`src/hw/rtl/dadsr_pkg.sv`:
```
// Package for the DADSR envelope generator: word types, stage codes,
// level constants and the shared linear ramp function. No dependencies.
package dadsr_pkg;

  localparam int unsigned LevelW = 25;
  localparam int unsigned DelayW = 18;
  localparam int unsigned NoteW  = 7;
  localparam int unsigned CfgIdxW  = 3;
  localparam int unsigned CfgDataW = 25;

  // Levels in unsigned fixed point, 1.0 = 2^24
  localparam logic [LevelW-1:0] LevelOne   = 25'd16777216;
  localparam logic [LevelW-1:0] AttackDone = 25'd16775538;
  localparam logic [LevelW-1:0] DecayNear  = 25'd8389;
  localparam logic [LevelW-1:0] LowEps     = 25'd1678;

  localparam logic [LevelW-1:0] AmpAttackStep  = 25'd69905;
  localparam logic [LevelW-1:0] AmpReleaseStep = 25'd11651;

  localparam logic [NoteW-1:0] HeldNoteRst = 7'd60;

  typedef enum logic [2:0] {
    StIdle    = 3'd0,
    StDelay   = 3'd1,
    StAttack  = 3'd2,
    StDecay   = 3'd3,
    StSustain = 3'd4,
    StRelease = 3'd5
  } dadsr_stage_e;

  typedef enum logic [1:0] {
    ActTick    = 2'd0,
    ActNoteOn  = 2'd1,
    ActNoteOff = 2'd2,
    ActAllOff  = 2'd3
  } dadsr_action_e;

  typedef enum logic [CfgIdxW-1:0] {
    RegAttackStep   = 3'd0,
    RegDecayStep    = 3'd1,
    RegSustainLevel = 3'd2,
    RegReleaseStep  = 3'd3,
    RegDelaySamples = 3'd4,
    RegEnvReset     = 3'd5,
    RegFilterEnable = 3'd6
  } dadsr_reg_e;

  typedef struct packed {
    logic [1:0]       action;
    logic [NoteW-1:0] note;
  } dadsr_in_t;

  typedef struct packed {
    logic [LevelW-1:0] filter_level;
    logic [LevelW-1:0] amp_level;
    logic [2:0]        env_stage;
    logic              sounding;
  } dadsr_out_t;

  typedef struct packed {
    logic [LevelW-1:0] attack_step;
    logic [LevelW-1:0] decay_step;
    logic [LevelW-1:0] sustain_level;
    logic [LevelW-1:0] release_step;
    logic [DelayW-1:0] delay_samples;
    logic              env_reset;
    logic              filter_enable;
  } dadsr_cfg_t;

  typedef struct packed {
    logic [LevelW-1:0] filter_acc;
    logic [LevelW-1:0] amp_acc;
    dadsr_stage_e      stage;
    logic [DelayW-1:0] delay_left;
    logic              gate_on;
    logic [NoteW-1:0]  held_note;
    logic              pitch_valid;
  } dadsr_state_t;

  // Linear ramp toward target, clamped at the target.
  function automatic logic [LevelW-1:0] ramp(input logic [LevelW-1:0] cur,
                                             input logic [LevelW-1:0] target,
                                             input logic [LevelW-1:0] step);
    logic [LevelW:0] sum;
    logic [LevelW:0] lim;
    logic [LevelW-1:0] res;
    sum = {1'b0, cur} + {1'b0, step};
    lim = {1'b0, target} + {1'b0, step};
    if (cur < target) begin
      res = (sum > {1'b0, target}) ? target : sum[LevelW-1:0];
    end else if ({1'b0, cur} < lim) begin
      res = target;
    end else begin
      res = cur - step;
    end
    return res;
  endfunction

  // Zero step jumps straight to the target.
  function automatic logic [LevelW-1:0] filter_ramp(input logic [LevelW-1:0] cur,
                                                    input logic [LevelW-1:0] target,
                                                    input logic [LevelW-1:0] step);
    logic [LevelW-1:0] res;
    if (step == '0) begin
      res = target;
    end else begin
      res = ramp(cur, target, step);
    end
    return res;
  endfunction

endpackage

```
`src/hw/rtl/dadsr_envelope_generator_unit.sv`:
```
// Top level of the DADSR envelope generator: input register, config
// registers, envelope state and result register. Depends on dadsr_pkg, dadsr_step.
//
//  channel | dir | handshake              | word
//  --------+-----+------------------------+-----------------------------
//  in      | in  | in_valid_i / in_stall_o | action, note
//  out     | out | out_valid_o/ out_stall_i| filter_level, amp_level,
//          |     |                         | env_stage, sounding
//  cfg     | in  | cfg_we_i (no wait)      | cfg_index_i, cfg_data_i
//
// One word per cycle sustained while out_stall_i stays low. A word waits in the
// input register, then a single pass of dadsr_step updates the envelope state and
// loads the result register, which drives out_valid_o until the result is taken.
// Reset restores config defaults and clears state (held note 60, stage idle).
// A stalled result holds; the input register keeps taking words while the
// result register is free or being drained in the same cycle.
module dadsr_envelope_generator_unit (
  input  logic                                 clk_i,
  input  logic                                 rst_ni,
  input  logic                                 in_valid_i,
  output logic                                 in_stall_o,
  input  dadsr_pkg::dadsr_in_t                 in_word_i,
  output logic                                 out_valid_o,
  input  logic                                 out_stall_i,
  output dadsr_pkg::dadsr_out_t                out_word_o,
  input  logic                                 cfg_we_i,
  input  logic [dadsr_pkg::CfgIdxW-1:0]        cfg_index_i,
  input  logic [dadsr_pkg::CfgDataW-1:0]       cfg_data_i
);
  import dadsr_pkg::*;

  logic         item_valid_q;
  dadsr_in_t    item_q;
  logic         out_valid_q;
  dadsr_out_t   out_q;
  dadsr_cfg_t   cfg_q;
  dadsr_state_t state_q, state_d;
  dadsr_out_t   result_d;
  logic         proc_go;
  logic         in_take;

  // process the held word when the result register can take it
  assign proc_go    = item_valid_q && (!out_valid_q || !out_stall_i);
  assign in_stall_o = item_valid_q && !proc_go;
  assign in_take    = in_valid_i && !in_stall_o;

  dadsr_step u_step (
    .state_i (state_q),
    .cfg_i   (cfg_q),
    .item_i  (item_q),
    .state_o (state_d),
    .result_o(result_d)
  );

  // input register
  always_ff @(posedge clk_i or negedge rst_ni) begin
    if (!rst_ni) begin
      item_valid_q <= 1'b0;
    end else if (in_take) begin
      item_valid_q <= 1'b1;
    end else if (proc_go) begin
      item_valid_q <= 1'b0;
    end
  end

  always_ff @(posedge clk_i) begin
    if (in_take) item_q <= in_word_i;
  end

  // result register
  always_ff @(posedge clk_i or negedge rst_ni) begin
    if (!rst_ni) begin
      out_valid_q <= 1'b0;
    end else if (proc_go) begin
      out_valid_q <= 1'b1;
    end else if (!out_stall_i) begin
      out_valid_q <= 1'b0;
    end
  end

  always_ff @(posedge clk_i) begin
    if (proc_go) out_q <= result_d;
  end

  // config registers
  always_ff @(posedge clk_i or negedge rst_ni) begin
    if (!rst_ni) begin
      cfg_q.attack_step   <= 25'd34953;
      cfg_q.decay_step    <= 25'd3495;
      cfg_q.sustain_level <= LevelOne;
      cfg_q.release_step  <= 25'd3495;
      cfg_q.delay_samples <= '0;
      cfg_q.env_reset     <= 1'b1;
      cfg_q.filter_enable <= 1'b0;
    end else if (cfg_we_i) begin
      case (dadsr_reg_e'(cfg_index_i))
        RegAttackStep:   cfg_q.attack_step   <= cfg_data_i[LevelW-1:0];
        RegDecayStep:    cfg_q.decay_step    <= cfg_data_i[LevelW-1:0];
        RegSustainLevel: cfg_q.sustain_level <= cfg_data_i[LevelW-1:0];
        RegReleaseStep:  cfg_q.release_step  <= cfg_data_i[LevelW-1:0];
        RegDelaySamples: cfg_q.delay_samples <= cfg_data_i[DelayW-1:0];
        RegEnvReset:     cfg_q.env_reset     <= cfg_data_i[0];
        RegFilterEnable: cfg_q.filter_enable <= cfg_data_i[0];
        default: ;
      endcase
    end
  end

  // envelope state; disabling the filter envelope parks it at idle unless a word is processed
  always_ff @(posedge clk_i or negedge rst_ni) begin
    if (!rst_ni) begin
      state_q.filter_acc  <= '0;
      state_q.amp_acc     <= '0;
      state_q.stage       <= StIdle;
      state_q.delay_left  <= '0;
      state_q.gate_on     <= 1'b0;
      state_q.held_note   <= HeldNoteRst;
      state_q.pitch_valid <= 1'b0;
    end else if (proc_go) begin
      state_q <= state_d;
    end else if (cfg_we_i && dadsr_reg_e'(cfg_index_i) == RegFilterEnable
                 && !cfg_data_i[0]) begin
      state_q.filter_acc <= '0;
      state_q.stage      <= StIdle;
      state_q.delay_left <= '0;
    end
  end

  assign out_valid_o = out_valid_q;
  assign out_word_o  = out_q;

endmodule

```
`src/hw/rtl/dadsr_step.sv`:
```
// Next-state logic for one item: amplitude ramp, filter DADSR stages and
// note handling, plus the result word. Depends on dadsr_pkg.
module dadsr_step (
  input  dadsr_pkg::dadsr_state_t state_i,
  input  dadsr_pkg::dadsr_cfg_t   cfg_i,
  input  dadsr_pkg::dadsr_in_t    item_i,
  output dadsr_pkg::dadsr_state_t state_o,
  output dadsr_pkg::dadsr_out_t   result_o
);
  import dadsr_pkg::*;

  logic [LevelW-1:0] sus;
  logic [LevelW-1:0] amp_ramp;
  logic [LevelW-1:0] filt_ramp;
  logic [LevelW-1:0] diff;
  logic [LevelW-1:0] ramp_target;
  logic [LevelW-1:0] ramp_step;
  logic [DelayW-1:0] delay_dec;

  assign sus = (cfg_i.sustain_level > LevelOne) ? LevelOne : cfg_i.sustain_level;

  assign amp_ramp = ramp(state_i.amp_acc,
                         state_i.gate_on ? LevelOne : '0,
                         state_i.gate_on ? AmpAttackStep : AmpReleaseStep);

  // one shared filter ramp, target and step picked by stage
  always_comb begin
    case (state_i.stage)
      StAttack: begin
        ramp_target = LevelOne;
        ramp_step   = cfg_i.attack_step;
      end
      StDecay: begin
        ramp_target = sus;
        ramp_step   = cfg_i.decay_step;
      end
      default: begin
        ramp_target = '0;
        ramp_step   = cfg_i.release_step;
      end
    endcase
  end

  assign filt_ramp = filter_ramp(state_i.filter_acc, ramp_target, ramp_step);
  assign diff      = (filt_ramp > sus) ? filt_ramp - sus : sus - filt_ramp;
  assign delay_dec = (state_i.delay_left != '0) ? state_i.delay_left - DelayW'(1)
                                                : state_i.delay_left;

  // next state
  always_comb begin
    state_o = state_i;
    case (dadsr_action_e'(item_i.action))
      ActTick: begin
        state_o.amp_acc = amp_ramp;
        if (!state_i.gate_on && amp_ramp <= LowEps) begin
          state_o.amp_acc     = '0;
          state_o.pitch_valid = 1'b0;
        end
        if (cfg_i.filter_enable) begin
          case (state_i.stage)
            StDelay: begin
              state_o.delay_left = delay_dec;
              if (delay_dec == '0) state_o.stage = StAttack;
            end
            StAttack: begin
              state_o.filter_acc = filt_ramp;
              if (filt_ramp >= AttackDone) begin
                state_o.filter_acc = LevelOne;
                state_o.stage      = StDecay;
              end
            end
            StDecay: begin
              state_o.filter_acc = filt_ramp;
              if (diff <= DecayNear) begin
                state_o.filter_acc = sus;
                state_o.stage      = StSustain;
              end
            end
            StSustain: state_o.filter_acc = sus;
            StRelease: begin
              state_o.filter_acc = filt_ramp;
              if (filt_ramp <= LowEps) begin
                state_o.filter_acc = '0;
                state_o.stage      = StIdle;
              end
            end
            default: state_o.filter_acc = '0;
          endcase
        end
      end
      ActNoteOn: begin
        state_o.held_note   = item_i.note;
        state_o.pitch_valid = 1'b1;
        state_o.gate_on     = 1'b1;
        if (cfg_i.env_reset) state_o.filter_acc = '0;
        state_o.delay_left = cfg_i.delay_samples;
        state_o.stage = (cfg_i.delay_samples != '0) ? StDelay : StAttack;
      end
      ActNoteOff: begin
        if (state_i.gate_on && item_i.note == state_i.held_note) begin
          state_o.gate_on = 1'b0;
          state_o.stage   = StRelease;
        end
      end
      default: begin
        state_o.gate_on     = 1'b0;
        state_o.amp_acc     = '0;
        state_o.filter_acc  = '0;
        state_o.stage       = StIdle;
        state_o.delay_left  = '0;
        state_o.pitch_valid = 1'b0;
      end
    endcase
  end

  // result word, taken after the item
  always_comb begin
    result_o.filter_level = state_o.filter_acc;
    result_o.amp_level    = state_o.amp_acc;
    result_o.env_stage    = state_o.stage;
    result_o.sounding     = state_o.pitch_valid && (state_o.amp_acc != '0);
  end

endmodule
```
`config.mk`:
```
export PLATFORM = sky130hd
export DESIGN_NAME = dadsr_envelope_generator_unit
export DESIGN_NICKNAME = d
export VERILOG_FILES = /design/src/hw/rtl/dadsr_pkg.sv /design/src/hw/rtl/dadsr_envelope_generator_unit.sv /design/src/hw/rtl/dadsr_step.sv
export SDC_FILE = /design/constraint.sdc
export NUM_CORES = 1
export LEC_CHECK = 0
export ABC_AREA = 1
export BUFFER_PORTS_ARGS = -buffer_cell sky130_fd_sc_hd__buf_2
export CORE_ASPECT_RATIO = 1.5
export CORE_MARGIN = 1.5
export CORE_UTILIZATION = 55
export CTS_CLUSTER_SIZE = 10
export DETAILED_ROUTE_END_ITERATION = 6
export PLACE_DENSITY = 0.76
export RECOVER_POWER = 25
export SYNTH_ARGS = -nofsm -noshare
export SYNTH_HDL_FRONTEND = slang
export SYNTH_HIERARCHICAL = 1
export SYNTH_SLANG_ARGS = --single-unit
export TNS_END_PERCENT = 20
```
`constraint.sdc`:
```
create_clock -name clk_i -period 27 [get_ports clk_i]
set_input_delay 1.35 -clock clk_i [delete_from_list [all_inputs] [get_ports clk_i]]
set_output_delay 1.35 -clock clk_i [all_outputs]
set_load 0.01 [all_outputs]
```
* After elaboration in Yosys (flattened, before gate mapping)
Index checks and enable logic that the tools add are counted.
Cells by class: add/subtract/negate cells 9, magnitude comparators 12, equal/unequal tests 19, multiplexer cells 46, bitwise operators 1, reduce and logical (&&, ||, !) cells 35
Operators with widths (number):
- two-way mux 25 bit | 18
- one-hot mux 25 bit (2 select lines) | 3
- one-hot mux 25 bit (5 select lines) | 1
- adder 25 x 25 -> 26 bit | 4
- subtractor 25 bit | 4
- one-hot mux 25 bit (3 select lines) | 1
- two-way mux 21 bit | 3
- one-hot mux 18 bit (3 select lines) | 1
- greater-than comparator 26 x 25 -> 1 bit | 2
- less-than comparator 25 x 26 -> 1 bit | 2
- less-or-equal comparator 25 x 11 -> 1 bit, second input constant | 2
- less-than comparator 25 bit | 2
- two-way mux 18 bit | 2
- nonzero test 18 bit | 2
- >= comparator 25 x 24 -> 1 bit, second input constant | 1
- greater-than comparator 25 bit | 1
- greater-than comparator 25 bit, second input constant | 1
- less-or-equal comparator 25 x 14 -> 1 bit, second input constant | 1
- zero test 25 bit | 1
- nonzero test 25 bit | 1
- zero test 18 bit | 1
- subtractor 18 x 1 -> 18 bit, second input constant | 1
- two-way mux 17 bit | 1
- AND reduction 2 bit | 8
- 25 further kinds | 58
Storage, ports and cells: register bits after elaboration 265, input bits 42, output and inout port bits 56, word-level logic and storage cells 144

* Logic depth before layout (Yosys ltp)
depth in word-level cells 16, mapped depth 76

* By module
The synthesis kept the hierarchy.
Modules (own cells, without submodules):
- dadsr_step | times used 1, cells each 3444, area an instance 17964.7 um2
- dadsr_envelope_generator_unit | times used 1, cells each 840, area an instance 9405.3 um2

* Worst setup path after synthesis
OpenSTA, ideal clock, no wires.
path type flip-flop to flip-flop, start point register cfg_q[67] (netlist bit), end point register state_q[55] (netlist bit), data arrival time 8.841 ns, required time 26.882 ns, path slack 18.041 ns, stages on the path, launching flop included 67, buffers on the path 8, cell sequence dfrtp_1 -> nor2_1 -> nand2_1 -> nor2_1 -> nand3_1 -> nand2_1 -> clkbuf_1 -> buf_2 -> nand2_1 -> nor2_1 -> fa_1 -> a21oi_1 -> o21ai_0 -> a21oi_1 -> o21ai_0 -> a21boi_0 -> o21ai_0 -> a21oi_1 -> (+31 left out) -> buf_4 -> nand2_1 -> nand2_1 -> a21oi_1 -> nand2_1 -> nand2_1 -> nand2_1 -> nand3_1 -> buf_2 -> buf_2 -> nor2_1 -> a211oi_1 -> nand3_1 -> nand2_1 -> a21oi_1 -> buf_4 -> nand2_1 -> nand2_1
RTL lines:
- start, declared | RTL line dadsr_envelope_generator_unit.sv:36 | dadsr_cfg_t cfg_q;
- end signal, assigned | RTL line dadsr_envelope_generator_unit.sv:120 | state_q <= state_d;
- end, declared | RTL line dadsr_envelope_generator_unit.sv:37 | dadsr_state_t state_q, state_d;

==> impl_results.md <==
- Status: complete, but fails checks
- Violated checks: DRC, capacitance limit, slew limit
- Setup TNS Final: 0 ns
- Cells after DPL: between 4000 and 5000
- Synth top area cells: nand2_1, dfrtp_1, ha_1
- Num Clock Sinks: between 200 and 300
- Crit path DAT: between 10 and 15 ns
- Post-synthesis register bit count: between 200 and 300
- Post-cts resize count: 0
- Crit Path Category: flop to flop
- Port bufs: 97
- Syn Nets: 4555
- Fin util: between 50% and 60%
- Worst path bufs/invs: 7
- Vias per cell: ~6.0
- CTS max path bufs: 3
- Area of the multi-input gates: between 15000 and 20000 µm²
- Clk slew on worst S/H paths: ~0.060 ns
- Die ar.: 51140 µm²
- Most used cell, CP: nand2_1
- Finish-stage setup viols: 0
- DP HPWL: 86.62 mm
- Peak Freq: about 0.075 GHz
- Root Driver: clkbuf_16
- Startpoint types: flop
- Design Power: 4.115 mW
- Final min period: ~13 ns
- CP delay by family, top: simple AND/OR/NAND/NOR gates
- Slowest CP cell: nand2_1
- Tcrit/Tclk final: roughly half
- Clock latency on the worst-skew pair: between 0.6 and 0.7 ns
- EDFF count, synth: 63
- Post-route insts no fill: roughly 4900
- Layout cells sized above 1: between 6 and 7%
- Synthesized cell area: approximately 27000 µm²
- Initial antenna violation count: 3
- Synthesized instance count: 4284
- Post-synth top cells: nand2_1, inv_1, nor2_1
- I/O pins: 98
- Count of standard-cell rows: 99
- RSZ-0062 raised after global routing: false
- Syn avg cell area: between 6 and 7 µm²
- Asr flop ratio synth: roughly 76%
- Leakage: between 10 and 15 nW
- Starting DRT DRC Count: slightly above 3000
- CTS Buf Count: 31
- Setup crit end kind: flop
- Largest net degree at the start of global routing: 96
- First-pass GRT wire length: roughly 170 mm
- Max Clock Skew: 0.04289 ns
- Final WL: between 100 and 150 mm
- DR DRC count: 6
- Register area share after synthesis: approximately 26%
- Post-CTS Setup Repair Bufs: 0
- Yosys warns: 6
- Final GP Congestion: around 1.1
- Yosys cell types: between 60 and 70
- Yosys top cell area share: around 18%
- Fill cell count: 4936
- Worst hold-check path type: flop to flop
- Overall Global Routing Usage: 44.20%
- H-tree Lvls: 1
- Fin. Hold Viols: 0
- Number of routed nets with antenna violations: 0
- CP Data Required Time: between 20 and 30 ns
- Crit Path Max Fanout: 30
- Initial Utilization: a little under three fifths
- Die width: between 150 and 200 µm
- Hold Buf Count CTS: 0
- CTS tree: done
- Final #Nets: between 4000 and 5000
- Via count: 29520
- Worst-Margin Slew: 5.407 ns
- DR WL/cell: roughly 23 µm
- Overflow left after global routing: 0
- PwrDens: 143.2 nW/µm²
- Max VDD drop: about 0.13 mV
- MaxCap Viol Count: 3
- Count leader, synth: nand2_1
- DR pass1 iterations: 7
- Slew Viols, Final: a little under 200
- Die Y: between 200 and 300 µm
- Core Region: approximately 50000 µm²
- Synthesis-to-layout area growth: 4.969%
- Slew headroom: -260.5%
- Leading area contributor after synthesis: nand2_1
- Top_reg_cell synth: dfrtp_1
- Vias in the first global route: 28360
- Slowest stage delay, CP: 0.97 ns
- FF+latch area: about 7000 µm²
==> power by group <==
part / internal [mW] / switching (mW) / total [mW] / leakage, nW
Clock: 0.231 / 0.177 / 0.407 / 0.458
Combinational: 0.911 / 2.20 / 3.11 / 11.3
Sequential: 0.501 / 0.0992 / 0.600 / 3.18
Total: 1.64 / 2.47 / 4.11 / 15.0
==> layout make-up <==
type                    instances  area share [%]
diodes                          2         0.01742
multi-input cells            3299           60.42
flip-flops and latches        265           24.30
inverters                     497           6.528
clock buffers                  55           3.231
clock inverters                 2         0.08710
well taps                     656           2.857
repair buffers                131           2.565
==> registers in the layout (all words and copies together) (netlist names) <==
| signal | flops |
|---|---|
| out_valid_o | 1 |
| cfg_q | 120 |
| item_q | 9 |
| state_q | 80 |
| out_word_o | 54 |
| item_valid_q | 1 |
==> routing by layer <==
layer	global-route usage (%)	vias to the layer above	share of wire, %
met2	70.64	1654	46
li1	-	13740	-
met3	11.12	592	9.0
met1	47.20	13530	34
met4	41.40	2	11
met5	0	-	0.0097
==> through the flow <==
| stage | cell area (µm²) | hold slack [ns] | worst slack (ns) |
|---|---|---|---|
| floorplan | 27370 | 0.4425 | 18.04 |
| global placement | 27770 | 0.4610 | 14.35 |
| detailed placement | 27770 | 0.4593 | 14.23 |
| CTS | 28720 | 0.4736 | 14.18 |
| global route | 28730 | 0.5006 | 12.77 |
| finish | 28730 | 0.4743 | 13.64 |
==> worst register-to-register path, delay by kind of cell (launching register included) <==
kind                       cells  cell delay, ns
buffers and inverters          7            1.55
DFF                            1            0.39
adders and majority gates      3            0.92
xor gates and xnor gates       1            0.17
and+or+nand+nor               35            5.79
AOI/OAI and AO/OA             20            4.22
==> placed cells by master (no fill, tap or decap), types with 33 or more instances in the layout <==
master and n:
clkbuf_16 33, buf_2 95, nand3_1 309, nor2_1 415
ha_1 221, o21ai_0 248, a21oi_1 275, inv_1 477
xor2_1 110, nand4_1 55, nand2_1 1313, o21ai_1 44
edfxtp_1 63, dfrtp_1 175
==> worst paths after layout <==
kind                                       start                  endpoint  slack (ns)  depth (start not counted)
max in group asynchronous                 rst_ni   state_q[52]$_DFFE_PN0P_       20.65                          3
min reg2reg                cfg_q[31]$_DFFE_PN1P_     cfg_q[31]$_DFFE_PN1P_        0.47                          2
min                        cfg_q[31]$_DFFE_PN1P_     cfg_q[31]$_DFFE_PN1P_        0.47                          2
max reg2reg                cfg_q[57]$_DFFE_PN0P_  out_word_o[47]$_DFFE_PP_       13.64                         66
min in group asynchronous                 rst_ni    cfg_q[117]$_DFFE_PN0P_        2.70                          1
max                        cfg_q[57]$_DFFE_PN0P_  out_word_o[47]$_DFFE_PP_       13.64                         66
==> logic make-up (layout without fill, tap and decap cells) <==
logic type | Yosys count | after routing | share of synthesized area, %
other cells | 0 | 2 | 0
simple gates | 2197 | 2197 | 33.35
buf+inv | 720 | 685 | 11.19
compound gates | 741 | 741 | 15.08
fa+ha+maj | 229 | 229 | 10.66
flops | 265 | 265 | 25.50
xor+xnor | 132 | 132 | 4.224
No activity file was read; power rests on OpenSTA's default activity.
